===== config.mk =====
export PLATFORM = sky130hd
export DESIGN_NAME = pre_ctrl
export DESIGN_NICKNAME = d
export VERILOG_FILES = /design/src/hw/rtl/pre_pkg.sv /design/src/hw/rtl/pre_ctrl.sv
export SDC_FILE = /design/constraint.sdc
export NUM_CORES = 1
export LEC_CHECK = 0
export ABC_AREA = 1
export ABC_CLOCK_PERIOD_IN_PS = 5700
export BUFFER_PORTS_ARGS = -buffer_cell sky130_fd_sc_hd__clkbuf_2
export CAP_MARGIN = 0
export CORE_MARGIN = 5
export CORE_UTILIZATION = 59
export CTS_BUF_LIST = sky130_fd_sc_hd__clkbuf_8 sky130_fd_sc_hd__clkbuf_16
export DETAILED_ROUTE_END_ITERATION = 10
export GPL_TIMING_DRIVEN = 1
export PLACE_DENSITY = 0.82
export SYNTH_ARGS = -nofsm -noshare
export SYNTH_HDL_FRONTEND = slang
export SYNTH_SLANG_ARGS = --single-unit

===== constraint.sdc =====
create_clock -name clk -period 5.7 [get_ports clk]
set_clock_uncertainty 0.15 [all_clocks]
set_input_delay 0.285 -clock clk [delete_from_list [all_inputs] [get_ports clk]]
set_output_delay 0.285 -clock clk [all_outputs]
set_load 0.03 [all_outputs]

===== src/hw/rtl/pre_pkg.sv =====
package pre_pkg;

    // Store geometry.
    localparam int MAX_LEN = 1024;
    localparam int ADDR_W  = $clog2(MAX_LEN);
    localparam int LEN_W   = ADDR_W + 1;
    localparam int SIDX_W  = LEN_W + 1;
    localparam int RADDR_W = ADDR_W + 1;

    // Field widths of the item channels.
    localparam int CH_W   = 8;
    localparam int POS_W  = 11;
    localparam int ODD_W  = 9;
    localparam int EVEN_W = 10;
    localparam int RAD_W  = EVEN_W;
    localparam int CMP_W  = (POS_W > LEN_W) ? POS_W : LEN_W;

    // Signed index constants for the scan arithmetic.
    localparam logic signed [SIDX_W-1:0] SZERO = '0;
    localparam logic signed [SIDX_W-1:0] SONE  = SIDX_W'(1);
    localparam logic signed [SIDX_W-1:0] SMONE = '1;

    // Command codes.
    localparam logic CMD_APPEND = 1'b0;
    localparam logic CMD_QUERY  = 1'b1;

    // Radii store halves.
    localparam logic HALF_ODD  = 1'b0;
    localparam logic HALF_EVEN = 1'b1;

    typedef enum logic [3:0] {
        ST_IDLE,
        ST_ITER,
        ST_MIR,
        ST_EXT_RD,
        ST_EXT_CMP,
        ST_WR,
        ST_Q_ODD,
        ST_Q_EVEN,
        ST_Q_CAP
    } state_t;

    typedef struct packed {
        logic              we;
        logic [ADDR_W-1:0] addr;
        logic [CH_W-1:0]   data;
    } char_wr_t;

    typedef struct packed {
        logic              re;
        logic [ADDR_W-1:0] addr_a;
        logic [ADDR_W-1:0] addr_b;
    } char_rd_t;

    typedef struct packed {
        logic               we;
        logic [RADDR_W-1:0] addr;
        logic [RAD_W-1:0]   data;
    } radii_wr_t;

    typedef struct packed {
        logic               re;
        logic [RADDR_W-1:0] addr;
    } radii_rd_t;

endpackage


===== src/hw/rtl/pre_ctrl.sv =====
module pre_ctrl (
    input  logic                          clk,
    input  logic                          rst_n,
    input  logic                          in_valid,
    output logic                          in_ready,
    input  logic                          cmd,
    input  logic                          restart,
    input  logic [pre_pkg::CH_W-1:0]      ch,
    input  logic [pre_pkg::POS_W-1:0]     position,
    output logic                          out_valid,
    input  logic                          out_ready,
    output logic [pre_pkg::ODD_W-1:0]     odd_radius,
    output logic [pre_pkg::EVEN_W-1:0]    even_radius,
    output logic                          position_valid,
    output logic                          overflow,
    output pre_pkg::char_wr_t             char_wr,
    output pre_pkg::char_rd_t             char_rd,
    input  logic [pre_pkg::CH_W-1:0]      char_a,
    input  logic [pre_pkg::CH_W-1:0]      char_b,
    output pre_pkg::radii_wr_t            radii_wr,
    output pre_pkg::radii_rd_t            radii_rd,
    input  logic [pre_pkg::RAD_W-1:0]     radii_q
);

    pre_pkg::state_t state_reg, state_next;

    // Control state.
    logic [pre_pkg::LEN_W-1:0] len_reg, len_next;
    logic                      dropped_reg, dropped_next;
    logic                      current_reg, current_next;
    logic                      out_valid_reg, out_valid_next;

    // Scan and result payload.
    logic                              pass_reg, pass_next;
    logic [pre_pkg::LEN_W-1:0]         i_reg, i_next;
    logic signed [pre_pkg::SIDX_W-1:0] k_reg, k_next;
    logic signed [pre_pkg::SIDX_W-1:0] lo_reg, lo_next;
    logic signed [pre_pkg::SIDX_W-1:0] hi_reg, hi_next;
    logic [pre_pkg::POS_W-1:0]         pos_reg, pos_next;
    logic [pre_pkg::ODD_W-1:0]         odd_reg, odd_next;
    logic [pre_pkg::ODD_W-1:0]         odd_out_reg, odd_out_next;
    logic [pre_pkg::EVEN_W-1:0]        even_out_reg, even_out_next;
    logic                              pvalid_out_reg, pvalid_out_next;
    logic                              ovf_out_reg, ovf_out_next;

    // Shared combinational terms.
    logic                              accept;
    logic                              slot_free;
    logic [pre_pkg::LEN_W-1:0]         eff_len;
    logic                              room;
    logic                              scan_done;
    logic                              in_box;
    logic signed [pre_pkg::SIDX_W-1:0] i_s, n_s, e_s, m_s;
    logic signed [pre_pkg::SIDX_W-1:0] left_s, right_s, mirror_s, bound_s, reach_s;
    logic                              ext_ok;
    logic                              pos_lt, pos_le;

    assign accept    = in_valid && in_ready;
    assign slot_free = !out_valid_reg || out_ready;
    assign eff_len   = restart ? '0 : len_reg;
    assign room      = eff_len < pre_pkg::LEN_W'(pre_pkg::MAX_LEN);
    assign scan_done = (i_reg == len_reg);

    // Index arithmetic of the scan. The even pass shifts the right side by one.
    assign i_s      = signed'(pre_pkg::SIDX_W'(i_reg));
    assign n_s      = signed'(pre_pkg::SIDX_W'(len_reg));
    assign e_s      = signed'(pre_pkg::SIDX_W'(pass_reg));
    assign m_s      = signed'(pre_pkg::SIDX_W'(radii_q));
    assign in_box   = (i_s <= hi_reg);
    assign left_s   = i_s - k_reg - pre_pkg::SONE;
    assign right_s  = i_s + k_reg + pre_pkg::SONE - e_s;
    assign mirror_s = lo_reg + hi_reg - i_s + e_s;
    assign bound_s  = hi_reg - i_s + e_s;
    assign reach_s  = i_s + k_reg - e_s;
    assign ext_ok   = !left_s[pre_pkg::SIDX_W-1] && (right_s < n_s);

    assign pos_lt = pre_pkg::CMP_W'(pos_reg) < pre_pkg::CMP_W'(len_reg);
    assign pos_le = pre_pkg::CMP_W'(pos_reg) <= pre_pkg::CMP_W'(len_reg);

    // Next state.
    always_comb
    begin
        state_next = state_reg;
        unique case (state_reg)
            pre_pkg::ST_IDLE:
            begin
                if (accept && (cmd == pre_pkg::CMD_QUERY))
                begin
                    state_next = current_reg ? pre_pkg::ST_Q_ODD : pre_pkg::ST_ITER;
                end
            end
            pre_pkg::ST_ITER:
            begin
                if (scan_done)
                begin
                    state_next = pass_reg ? pre_pkg::ST_Q_ODD : pre_pkg::ST_ITER;
                end
                else if (in_box)
                begin
                    state_next = pre_pkg::ST_MIR;
                end
                else
                begin
                    state_next = pre_pkg::ST_EXT_RD;
                end
            end
            pre_pkg::ST_MIR:     state_next = pre_pkg::ST_EXT_RD;
            pre_pkg::ST_EXT_RD:  state_next = ext_ok ? pre_pkg::ST_EXT_CMP : pre_pkg::ST_WR;
            pre_pkg::ST_EXT_CMP: state_next = (char_a == char_b) ? pre_pkg::ST_EXT_RD
                                                                 : pre_pkg::ST_WR;
            pre_pkg::ST_WR:      state_next = pre_pkg::ST_ITER;
            pre_pkg::ST_Q_ODD:   state_next = pre_pkg::ST_Q_EVEN;
            pre_pkg::ST_Q_EVEN:  state_next = pre_pkg::ST_Q_CAP;
            pre_pkg::ST_Q_CAP:   state_next = slot_free ? pre_pkg::ST_IDLE : pre_pkg::ST_Q_CAP;
            default:             state_next = pre_pkg::ST_IDLE;
        endcase
    end

    // Memory requests and handshake outputs.
    always_comb
    begin
        in_ready       = (state_reg == pre_pkg::ST_IDLE);
        char_wr.we     = 1'b0;
        char_wr.addr   = eff_len[pre_pkg::ADDR_W-1:0];
        char_wr.data   = ch;
        char_rd.re     = 1'b0;
        char_rd.addr_a = left_s[pre_pkg::ADDR_W-1:0];
        char_rd.addr_b = right_s[pre_pkg::ADDR_W-1:0];
        radii_wr.we    = 1'b0;
        radii_wr.addr  = {pass_reg, i_reg[pre_pkg::ADDR_W-1:0]};
        radii_wr.data  = k_reg[pre_pkg::RAD_W-1:0];
        radii_rd.re    = 1'b0;
        radii_rd.addr  = {pass_reg, mirror_s[pre_pkg::ADDR_W-1:0]};
        unique case (state_reg)
            pre_pkg::ST_IDLE:
            begin
                char_wr.we = accept && (cmd == pre_pkg::CMD_APPEND) && room;
            end
            pre_pkg::ST_ITER:
            begin
                radii_rd.re = !scan_done && in_box;
            end
            pre_pkg::ST_EXT_RD:
            begin
                char_rd.re = ext_ok;
            end
            pre_pkg::ST_WR:
            begin
                radii_wr.we = 1'b1;
            end
            pre_pkg::ST_Q_ODD:
            begin
                radii_rd.re   = 1'b1;
                radii_rd.addr = {pre_pkg::HALF_ODD, pre_pkg::ADDR_W'(pos_reg)};
            end
            pre_pkg::ST_Q_EVEN:
            begin
                radii_rd.re   = 1'b1;
                radii_rd.addr = {pre_pkg::HALF_EVEN, pre_pkg::ADDR_W'(pos_reg)};
            end
            default:
            begin
            end
        endcase
    end

    // Datapath next values.
    always_comb
    begin
        len_next        = len_reg;
        dropped_next    = dropped_reg;
        current_next    = current_reg;
        out_valid_next  = out_valid_reg;
        pass_next       = pass_reg;
        i_next          = i_reg;
        k_next          = k_reg;
        lo_next         = lo_reg;
        hi_next         = hi_reg;
        pos_next        = pos_reg;
        odd_next        = odd_reg;
        odd_out_next    = odd_out_reg;
        even_out_next   = even_out_reg;
        pvalid_out_next = pvalid_out_reg;
        ovf_out_next    = ovf_out_reg;

        if (out_valid_reg && out_ready)
        begin
            out_valid_next = 1'b0;
        end

        case (state_reg)
            pre_pkg::ST_IDLE:
            begin
                if (accept && (cmd == pre_pkg::CMD_APPEND))
                begin
                    // Append: a full store drops the byte and raises the flag.
                    if (restart)
                    begin
                        dropped_next = 1'b0;
                    end
                    if (room)
                    begin
                        len_next = eff_len + pre_pkg::LEN_W'(1);
                    end
                    else
                    begin
                        len_next     = eff_len;
                        dropped_next = 1'b1;
                    end
                    current_next = 1'b0;
                end
                else if (accept)
                begin
                    pos_next  = position;
                    pass_next = 1'b0;
                    i_next    = '0;
                    lo_next   = pre_pkg::SZERO;
                    hi_next   = pre_pkg::SMONE;
                end
            end
            pre_pkg::ST_ITER:
            begin
                if (scan_done)
                begin
                    if (pass_reg)
                    begin
                        current_next = 1'b1;
                    end
                    else
                    begin
                        pass_next = 1'b1;
                        i_next    = '0;
                        lo_next   = pre_pkg::SZERO;
                        hi_next   = pre_pkg::SMONE;
                    end
                end
                else if (!in_box)
                begin
                    k_next = pre_pkg::SZERO;
                end
            end
            pre_pkg::ST_MIR:
            begin
                // Mirror radius, clipped to the right edge of the known palindrome.
                k_next = (m_s < bound_s) ? m_s : bound_s;
            end
            pre_pkg::ST_EXT_CMP:
            begin
                if (char_a == char_b)
                begin
                    k_next = k_reg + pre_pkg::SONE;
                end
            end
            pre_pkg::ST_WR:
            begin
                if (reach_s > hi_reg)
                begin
                    lo_next = i_s - k_reg;
                    hi_next = reach_s;
                end
                i_next = i_reg + pre_pkg::LEN_W'(1);
            end
            pre_pkg::ST_Q_EVEN:
            begin
                odd_next = radii_q[pre_pkg::ODD_W-1:0];
            end
            pre_pkg::ST_Q_CAP:
            begin
                // The end position and beyond read as zero radii.
                if (slot_free)
                begin
                    out_valid_next  = 1'b1;
                    odd_out_next    = pos_lt ? odd_reg : '0;
                    even_out_next   = pos_lt ? radii_q[pre_pkg::EVEN_W-1:0] : '0;
                    pvalid_out_next = pos_le;
                    ovf_out_next    = dropped_reg;
                end
            end
            default:
            begin
            end
        endcase
    end

    // Control registers.
    always_ff @(posedge clk or negedge rst_n)
    begin
        if (!rst_n)
        begin
            state_reg     <= pre_pkg::ST_IDLE;
            len_reg       <= '0;
            dropped_reg   <= 1'b0;
            current_reg   <= 1'b0;
            out_valid_reg <= 1'b0;
        end
        else
        begin
            state_reg     <= state_next;
            len_reg       <= len_next;
            dropped_reg   <= dropped_next;
            current_reg   <= current_next;
            out_valid_reg <= out_valid_next;
        end
    end

    // Payload registers.
    always_ff @(posedge clk)
    begin
        pass_reg       <= pass_next;
        i_reg          <= i_next;
        k_reg          <= k_next;
        lo_reg         <= lo_next;
        hi_reg         <= hi_next;
        pos_reg        <= pos_next;
        odd_reg        <= odd_next;
        odd_out_reg    <= odd_out_next;
        even_out_reg   <= even_out_next;
        pvalid_out_reg <= pvalid_out_next;
        ovf_out_reg    <= ovf_out_next;
    end

    assign out_valid      = out_valid_reg;
    assign odd_radius     = odd_out_reg;
    assign even_radius    = even_out_reg;
    assign position_valid = pvalid_out_reg;
    assign overflow       = ovf_out_reg;

    // The string never grows past the store.
    a_len_bound: assert property (@(posedge clk) disable iff (!rst_n)
        len_reg <= pre_pkg::LEN_W'(pre_pkg::MAX_LEN))
        else $error("string length beyond store size");

    // A radius is written only inside the string and never reaches past its start.
    a_radius_write: assert property (@(posedge clk) disable iff (!rst_n)
        radii_wr.we |-> ((i_reg < len_reg) && !k_reg[pre_pkg::SIDX_W-1] && (k_reg <= i_s)))
        else $error("radius write out of range");

    // Table lookups for a query only start with tables that match the string.
    a_tables_current: assert property (@(posedge clk) disable iff (!rst_n)
        (state_reg == pre_pkg::ST_Q_ODD) |-> current_reg)
        else $error("query served from stale radii");

    // Any append invalidates the tables.
    a_append_stale: assert property (@(posedge clk) disable iff (!rst_n)
        (accept && (cmd == pre_pkg::CMD_APPEND)) |=> !current_reg)
        else $error("radii still marked current after append");

endmodule


* Word-level counts from Yosys, hierarchy flattened *
Index checks and enable logic that the tools add are counted.
Widths: inputs -> output; s select.

storage, ports and cells
  register bits after elaboration = 105
  input bits = 51
  output and inout bits = 97

cells by class
  add/sub/neg operators = 14
  magnitude comparators = 7
  equality and inequality tests = 22
  mux-type cells = 51
  bitwise logic cells = 2
  reductions and logical operators = 25

operators with widths
  kind                   number
  $mux 12                9
  $pmux 12 s3            2
  $mux 11                6
  $mux 10                5
  $pmux 4 s9             1
  $pmux 11 s3            1
  $pmux 10 s3            1
  $add 12x2->12 const B  2
  $sub 12x12->12         2
  $sub 12x2->12          2
  $add 11x1->11 const B  2
  $pmux 11 s2            1
  $ne 2x2->1 const B     9
  $eq 4x3->1 const B     4
  $mux 1                 16
  $add 12x12->12         1
  $add 12x2->12          1
  $gt 12x12->1           1
  $le 12x12->1           1
  $lt 11x12->1           1
  $lt 12x12->1           1
  $mux 3                 4
  $reduce_and 4->1       3
  $sub 12x2->12 const B  1
  other kinds (26)       44

* Depth between registers and ports, before layout *
Gate-level depths: netlist of run 1.

  depth in word-level cells = 7
  depth in mapped cells = 28

* Least setup slack after synthesis of run 1 *
No wires, ideal clock.

  path kind = register to output
  start = register i_reg[0] (netlist bit)
  end = output port char_rd[20] (netlist bit)
  arrival = 4.525 ns
  required time = 5.265 ns
  path slack = 0.740 ns
  stages on the path, launching flop included = 24
  path buffers = 0
  path through = edfxtp_1 -> ha_1 -> fa_1 -> nand2_1 -> nand3_1 -> nand2_1 -> xor2_1 -> inv_1 -> ha_1 -> inv_1 -> o41ai_1 -> xor2_1 -> ha_1 -> nand2_1 -> nor2_1 -> a211oi_1 -> nand2_1 -> nand3_1 -> nand2_1 -> nand2_1 -> nand2_1 -> nand3_1 -> nand2_1 -> nor2_1

RTL lines
  what                    line             text
  from (decl)             pre_ctrl.sv:35   logic [pre_pkg::LEN_W-1:0] i_reg, i_next;
  from (signal assigned)  pre_ctrl.sv:310  i_reg <= i_next;
  to (decl)               pre_ctrl.sv:17   output pre_pkg::char_rd_t char_rd,

==> run_results.csv, run 1 <==
group,metric,value,unit
global_routing,grt_use_total,29.0,%
layout,drive_above_1_share,14.1,%
setup_path,crit_chain,"ha_1 -> inv_1 -> a21oi_2 -> nand2_1 -> nand2_1 -> nand2_1 -> xor2_1 -> inv_1 -> ha_1 -> nand2_1 -> nor3_1 -> nand2_1 -> o211ai_1 -> xor2_1 -> ha_1 -> a21oi_1 -> nand2_1 -> nand2_1 -> nand2_1 -> nand3_1 -> nand2_1 -> nor2_1 -> clkbuf_2",
synthesis,synth.avg_cell_area,7.80,um^2
synthesis,synth_edf_count,87,
layout,final_area,0.0111,mm^2
floorplan,die_area,0.0197,mm^2
clocking,cts.sinks,105,
clocking,clk_path_buf_depth,2,
sta,timing.fmax,0.186,GHz
sta,slew_headroom,34.8,%
clocking,cts_buffers,9,
sta,setup-violations-final,0,
setup_path,worstReg2RegStart,"i_reg[1]",
synthesis,ys_dominant_reg_cell,"edfxtp_1",
clocking,cts_tree,"done",
placed_design,gp_congestion,1.03,
sta,fin_tns_setup,0,ns
detailed_routing,drt_iter0_drc,805,
synthesis,yosysUniqueCellTypes,51,
worst_hold_path,min_from,"radii_q[0]",
layout,syn2layout_area_growth,10.9,%
detailed_routing,wl_per_cell,17.8,um
global_routing,antenna_found_initial,0,
placed_design,io_buffers,131,
synthesis,ys_ff_latch,105,
sta,post-route-min-period,5.37,ns
worst_hold_path,hold_path.class,"in2reg",
clocking,clock_latency,0.36,ns
synthesis,synth.largest_area_cell,"edfxtp_1",
setup_path,critPathTopFamily,"adder cells",
floorplan,ioPinCount,148,
sta,maxSlewViolCount,0,
synthesis,synth_area,0.0100,mm^2
synthesis,ys_top_cells_by_count,"nand2_1 (258), inv_1 (222), ha_1 (132)",
synthesis,syn_nets,1479,
worst_hold_path,min_path_cells,1,
clocking,clockRootBuffer,"clkbuf_16",
detailed_routing,drtPass1Iterations,6,
setup_path,path_buf_inv,3,
setup_path,cp_max_fo,9,
setup_path,regToRegEndpoint,"k_reg[6]",
outcome,status,"finished clean",
placed_design,hpwl,23500,um
worst_hold_path,hold_path_end,"odd_reg[0]",
clocking,cts.reportedPaths.clkPinSlew,0.08,ns
setup_path,worstRegToRegCells,18,
synthesis,synth_top_area_share,26.1,%
flow_run,max_cap_violations,0,
setup_path,crit_slowest_cell,"ha_1",
detailed_routing,drc,0,
floorplan,rows,47,
detailed_routing,viasPerCell,5.60,
global_routing,grt_remaining_overflow,0,
detailed_routing,wirelength,28800,um
setup_path,crit_type,"reg2out",
synthesis,ys_warn_count,0,
floorplan,start_util,60.2,%
setup_path,worstPathArrival,4.93,ns
setup_path,cp_common_cell,"nand2_1",
synthesis,synth.area.top_cells,"edfxtp_1 (26%), ha_1 (16%), nand2_1 (9.7%), inv_1 (8.3%), nor2_1 (4.5%)",
global_routing,grt_pass1_vias,8552,
setup_path,critPathCaptureType,"output pin",
floorplan,die_w,140,um
floorplan,die_h,140,um
clocking,h-tree-depth,3,
global_routing,grt_first_pass_wirelength,45300,um
sta,tightest_slew,0.977,ns
synthesis,synthArstFlopShare,17.1,%
layout,diodes,0,
layout,final_nets,1593,
sta,fin_crit_sh,94.1,%
global_routing,grt_max_degree,22,
synthesis,synth.most_common_cell,"nand2_1",
detailed_routing,antenna_left,0,
setup_path,crit_required,5.27,ns
synthesis,syn-instance-count,1283,
sta,finalHoldViolations,0,
sta,rsz0062_at_grt,"no",
setup_path,worst_path_largest_cell_delay,0.60,ns
setup_path,rrSetupSlack,0.80,ns
floorplan,core,0.0166,mm^2
placed_design,placed_area,0.0106,mm^2
setup_path,startpoint_type,"flop",
synthesis,ys_seq_area_share,30.6,%
detailed_routing,vias,9076,
## kinds of logic after synthesis
logic type	synth area share, %
adders and majority gates	19.1
AOI/OAI and AO/OA	9.50
DFF	30.6
and+or+nand+nor	21.7
buffers and inverters	12.5
xor gates and xnor gates	6.61
## metal layers
layer | vias up | share of wire (%) | GRT usage (%)
li1 | 4356 | - | -
met1 | 4240 | 42 | 39.3
met2 | 421 | 47 | 47.2
met3 | 59 | 8.2 | 4.84
met4 | 0 | 2.9 | 9.89
met5 | - | 0 | 0
## worst max path at each step
stage,end,cells past startpoint,from,slack [ns]
2_1_floorplan,char_rd[20],23,i_reg[0],0.74
3_3_place_gp,char_rd[20],24,i_reg[0],0.82
3_5_place_dp,char_rd[20],24,i_reg[0],0.66
4_1_cts,char_rd[20],24,i_reg[0],0.27
5_1_grt,char_rd[20],26,k_reg[0],0.01
6_report,char_rd[20],23,i_reg[4],0.33
## cell usage in the layout, fill, tap and decap left out, types with 3 or more instances in the layout
cell type	Yosys	final
nand2_1	258	258
inv_1	222	222
ha_1	132	132
clkbuf_2	0	131
nor2_1	121	120
edfxtp_1	87	87
a21oi_1	72	72
nand3_1	58	58
o21ai_0	55	55
xor2_1	46	45
xnor2_1	24	24
nand4_1	20	20
nor3_1	19	19
dfrtp_1	18	18
buf_4	41	14
fa_1	13	13
dlygate4sd3_1	0	12
clkbuf_16	0	9
inv_2	8	8
o22ai_1	8	8
or2_2	7	7
o21bai_1	6	6
o211ai_1	6	6
nor4_1	5	5
xor2_2	3	4
nor2_2	3	4
nand3_2	3	3
nor2_4	3	3
a31oi_1	3	3
inv_6	0	3
## per-stage QoR
stage          utilization, %  worst slack [ns]  hold WS [ns]  std cells
3_3_place_gp             64.0             0.824         0.123       1591
2_1_floorplan               -             0.740        -0.161       1283
4_1_cts                  66.5             0.268        0.0172       1619
5_1_grt                  66.7            0.0119        0.0201       1622
3_5_place_dp             64.0             0.662         0.116       1591
6_report                 66.7             0.334        0.0236       1622
## repair_timing
action,CTS,global route
buffers inserted,0,3
hold buffers,12,0
endpoints found under the hold margin,29,0
setup endpoints to repair,0,1
gates resized for setup,0,2
## cell type report
cell class              instances  area (um^2)
repair buffers                157          881
clock inverters                 7         76.3
well taps                     220          275
fillers                      1397         5540
multi-input cells             892         5710
flip-flops and latches        105         3060
inverters                     232          871
clock buffers                   9          225
Power of run 1 is not shown: default switching activity piles up to over one toggle a cycle in this logic, so the estimate is an artifact.
==> run 2, diff against run 1 <==
ABC_CLOCK_PERIOD_IN_PS = 4600   (was 5700)
CORE_MARGIN = unset   (was 5)
CORE_UTILIZATION = 53   (was 59)
PLACE_DENSITY = 0.78   (was 0.82)
SLEW_MARGIN = 20   (was unset)
clock period = 4.6 ns   (was 5.7 ns; I/O delays follow)
==> run 2 against run 1 <==
Against the previous run: die area shrank 1.2%; flip-flop and latch count unchanged; critical endpoint unchanged; first-iteration DRC count increased by 10%; worst hold slack got worse by 0.014 ns; wire length rose by 6.1%; core utilization rose by 0.95 points; count of clock-buffer cells in the layout up 1.
==> run_results.csv, run 2 (synthesis results as in run 1) <==
group,metric,value,unit
placed_design,io_buffers,131,
detailed_routing,vias,9540,
global_routing,grt_pass1_vias,8886,
detailed_routing,antenna_left,0,
setup_path,critPathCaptureType,"output pin",
floorplan,core,0.0182,mm^2
sta,setup-violations-final,0,
global_routing,antenna_found_initial,0,
placed_design,hpwl,23400,um
sta,maxSlewViolCount,0,
floorplan,rows,49,
global_routing,grt_use_total,30.7,%
clocking,cts_tree,"done",
placed_design,placedCellCount,1640,
setup_path,crit_required,4.22,ns
sta,slew_headroom,34.9,%
floorplan,ioPinCount,148,
clocking,cts.reportedPaths.clkPinSlew,0.08,ns
sta,post-route-min-period,4.56,ns
global_routing,grt_remaining_overflow,0,
sta,tightest_slew,0.975,ns
sta,holdWs,0.00912,ns
layout,utilization,67.7,%
setup_path,startpoint_type,"flop",
layout,syn2layout_area_growth,23.1,%
flow_run,max_cap_violations,0,
layout,diodes,0,
floorplan,die_h,139,um
layout,final_nets,1672,
placed_design,gp_congestion,0.993,
sta,timing.fmax,0.219,GHz
detailed_routing,viasPerCell,5.58,
layout,layout_common_cells,"nand2_1 (240), inv_1 (208), clkbuf_2 (130)",
clocking,clk_path_buf_depth,2,
sta,fin_crit_sh,99.2,%
layout,fillCellCount,1455,
detailed_routing,drc,0,
sta,finalHoldViolations,0,
layout,drive_above_1_share,23.8,%
layout,mostFrequentLayoutCell,"nand2_1",
sta,rsz0062_at_grt,"yes",
layout,instances_no_fill,1710,
global_routing,grt_first_pass_wirelength,46100,um
detailed_routing,wl_per_cell,17.9,um
clocking,clock_latency,0.37,ns
detailed_routing,drtPass1Iterations,7,
setup_path,cp_max_fo,3,
clocking,cts.sinks,105,
setup_path,worstPathArrival,4.18,ns
clocking,clockRootBuffer,"clkbuf_16",
floorplan,start_util,55.0,%
setup_path,crit_type,"reg2out",
global_routing,grt_max_degree,23,
detailed_routing,wirelength,30600,um
outcome,status,"finished clean",
clocking,h-tree-depth,3,
detailed_routing,drt_iter0_drc,887,
floorplan,die_area,0.0194,mm^2
floorplan,die_w,139,um
clocking,cts_buffers,9,
worst_hold_path,hold_path.class,"in2reg",
run 2: worst max-delay path: stages (launching register included):
cell      delay (ns)
edfxtp_1        0.51
inv_2           0.13
ha_4            0.22
nor2_4          0.10
nand2_2         0.07
nand3_4         0.12
nand2_2         0.08
nand2_2         0.08
nand2_2         0.06
nand2_4         0.10
xor2_4          0.19
inv_2           0.09
ha_4            0.30
nand2_4         0.06
nor3_2          0.16
nand2_1         0.07
o211ai_1        0.12
xor2_1          0.30
ha_1            0.32
a21oi_2         0.14
nand2_1         0.06
nand2_1         0.05
nand2_1         0.07
nand3_2         0.09
nand2_4         0.08
nor2_4          0.11
buf_8           0.13
run 2: metal layers:
metal / wire length, um / up-vias / global-route usage [%]
met1: 12200 / 4394 / 40.1
met5: 0 / - / 0
li1: - / 4517 / -
met4: 1010 / 0 / 11.0
met2: 14400 / 540 / 51.6
met3: 2900 / 89 / 4.82
run 2: final cells by class:
class,instances,area [um^2],share of cell area [%]
inverter,232,875,7.10
clock buffer,10,250,2.03
clock inverter,6,46.3,0.376
timing repair buffer,234,1560,12.7
timing repair inverter,2,15.0,0.122
tap,229,287,2.33
multi-input combinational,892,6220,50.5
sequential,105,3060,24.9
run 2: metrics by stage:
step	worst slack [ns]	instance area, um^2	setup TNS [ns]
finish	0.0378	12300	0
global route	-0.221	12300	-1.65
CTS	-0.00337	11800	-0.00337
detailed placement	-0.0354	11000	-0.0354
global placement	0.0482	11000	0
floorplan	-0.122	10000	-0.122
run 2: final timing paths:
check | start | end | slack, ns | cells past startpoint
setup / recovery | k_reg[1] | char_rd[20] | 0.04 | 26
hold / removal | radii_q[2] | odd_reg[2] | 0.009 | 1
setup reg to reg | k_reg[0] | hi_reg[3] | 0.06 | 27
hold reg to reg | current_reg | current_reg | 0.39 | 2
max in group asynchronous | rst_n | state_reg[0] | 3.75 | 2
min in group asynchronous | rst_n | state_reg[1] | 0.21 | 2
run 2: repair_timing:
item	4_1_cts	5_1_grt
hold buffers	20	0
setup endpoints to repair	1	34
resized for setup	51	67
pin swaps	29	40
cloned	0	5
endpoints found under the hold margin	37	0
setup buffers	17	12
Power of run 2 is left out for the same reason.
==> run 3, diff against run 2 <==
BUFFER_PORTS_ARGS = -buffer_cell sky130_fd_sc_hd__buf_2   (was -buffer_cell sky130_fd_sc_hd__clkbuf_2)
==> run 3 against run 2 <==
Against the previous run: flip-flop and latch count did not move; die area unchanged; via count shrank 2.5%; highest routed layer unchanged.
==> run_results.csv, run 3 (synthesis results as in run 1) <==
group,metric,value,unit
sta,post-route-min-period,4.59,ns
setup_path,critPathCaptureType,"output pin",
detailed_routing,drtPass1Iterations,5,
layout,mostFrequentLayoutCell,"nand2_1",
clocking,clk_path_buf_depth,2,
sta,setup-violations-final,0,
flow_run,max_cap_violations,0,
sta,tightest_slew,0.956,ns
layout,fillCellCount,1464,
clocking,clockRootBuffer,"clkbuf_16",
clocking,h-tree-depth,3,
detailed_routing,drt_iter0_drc,867,
outcome,status,"finished clean",
setup_path,cp_max_fo,3,
floorplan,die_area,0.0194,mm^2
layout,layout_common_cells,"nand2_1 (249), inv_1 (208), buf_2 (130)",
sta,timing.fmax,0.218,GHz
worst_hold_path,hold_path.class,"in2reg",
clocking,cts.reportedPaths.clkPinSlew,0.08,ns
clocking,cts_tree,"done",
global_routing,grt_use_total,29.7,%
layout,drive_above_1_share,21.5,%
sta,fin_crit_sh,99.8,%
sta,finalHoldViolations,0,
floorplan,die_h,139,um
detailed_routing,viasPerCell,5.50,
clocking,cts_buffers,9,
placed_design,hpwl,23100,um
detailed_routing,antenna_left,0,
global_routing,grt_first_pass_wirelength,44700,um
placed_design,io_buffers,131,
setup_path,crit_required,4.22,ns
setup_path,crit_type,"reg2out",
global_routing,antenna_found_initial,0,
floorplan,ioPinCount,148,
floorplan,start_util,55.0,%
sta,holdWs,0.0514,ns
floorplan,die_w,139,um
layout,syn2layout_area_growth,19.5,%
global_routing,grt_max_degree,22,
layout,regArea,0.00306,mm^2
placed_design,gp_congestion,0.987,
setup_path,worstPathArrival,4.21,ns
clocking,cts.sinks,105,
floorplan,rows,49,
global_routing,grt_remaining_overflow,0,
detailed_routing,vias,9300,
layout,final_nets,1654,
layout,diodes,0,
floorplan,core,0.0182,mm^2
detailed_routing,wl_per_cell,17.4,um
detailed_routing,drc,0,
sta,rsz0062_at_grt,"yes",
layout,multi_input_area,0.00604,mm^2
detailed_routing,wirelength,29400,um
setup_path,startpoint_type,"flop",
global_routing,grt_pass1_vias,8571,
sta,slew_headroom,36.2,%
clocking,clock_latency,0.37,ns
sta,maxSlewViolCount,0,
-- run 3: final timing paths --
check	startpoint	end	slack (ns)	cells past startpoint
setup / recovery	k_reg[1]	char_rd[20]	0.01	24
hold / removal	cmd	current_reg	0.05	3
setup reg to reg	i_reg[0]	k_reg[9]	0.14	23
hold reg to reg	current_reg	current_reg	0.39	2
max in group asynchronous	rst_n	len_reg[3]	3.80	2
min in group asynchronous	rst_n	state_reg[3]	0.19	2
-- run 3: repair_timing --
item / CTS / global route
resized for setup: 19 / 75
pin swaps: 10 / 25
hold buffers: 22 / 0
endpoints found under the setup margin: 1 / 32
buffers inserted: 7 / 16
hold endpoints to repair: 39 / 0
gates cloned: 0 / 1
-- run 3: per-stage QoR --
step	setup TNS, ns	worst slack (ns)	util (%)	cells	instance area (um^2)
floorplan	-0.122	-0.122	-	1283	10000
detailed placement	0	0.0775	59.9	1630	10900
finish	0	0.0104	65.7	1692	12000
CTS	0	0.00396	63.5	1675	11600
global placement	0	0.171	59.9	1630	10900
global route	-1.31	-0.158	65.7	1692	12000
-- run 3: critical path, cell delays in order, from the launching register on --
cell,delay (ns)
edfxtp_1,0.45
buf_4,0.17
fa_2,0.39
buf_4,0.17
xnor2_4,0.26
ha_4,0.25
nor2_1,0.18
o21ai_1,0.10
nand2_1,0.12
a21oi_1,0.08
o21ai_1,0.15
xor2_1,0.22
ha_1,0.30
nand2_2,0.09
nor2_1,0.06
a211oi_2,0.16
nand2_1,0.08
nand3_1,0.07
nand2_1,0.05
nand2_1,0.05
nand2_1,0.06
nand3_2,0.09
nand2_4,0.08
nor2_4,0.09
buf_6,0.13
-- run 3: metal layers --
layer  up-vias  routed length (um)  track usage, %
met5         -                   0               0
met4         0                 754            9.82
met3        64                2510            5.88
met2       417               13800            48.2
met1      4336               12300            39.8
li1       4483                   -               -
-- run 3: area by class of cell --
type | count | share of cell area, %
clock inverter | 7 | 0.512
sequential | 105 | 25.6
inverter | 232 | 7.34
tap | 229 | 2.39
timing repair buffer | 218 | 11.8
clock buffer | 9 | 1.88
multi-input combinational | 892 | 50.4
Power of run 3 is left out for the same reason.
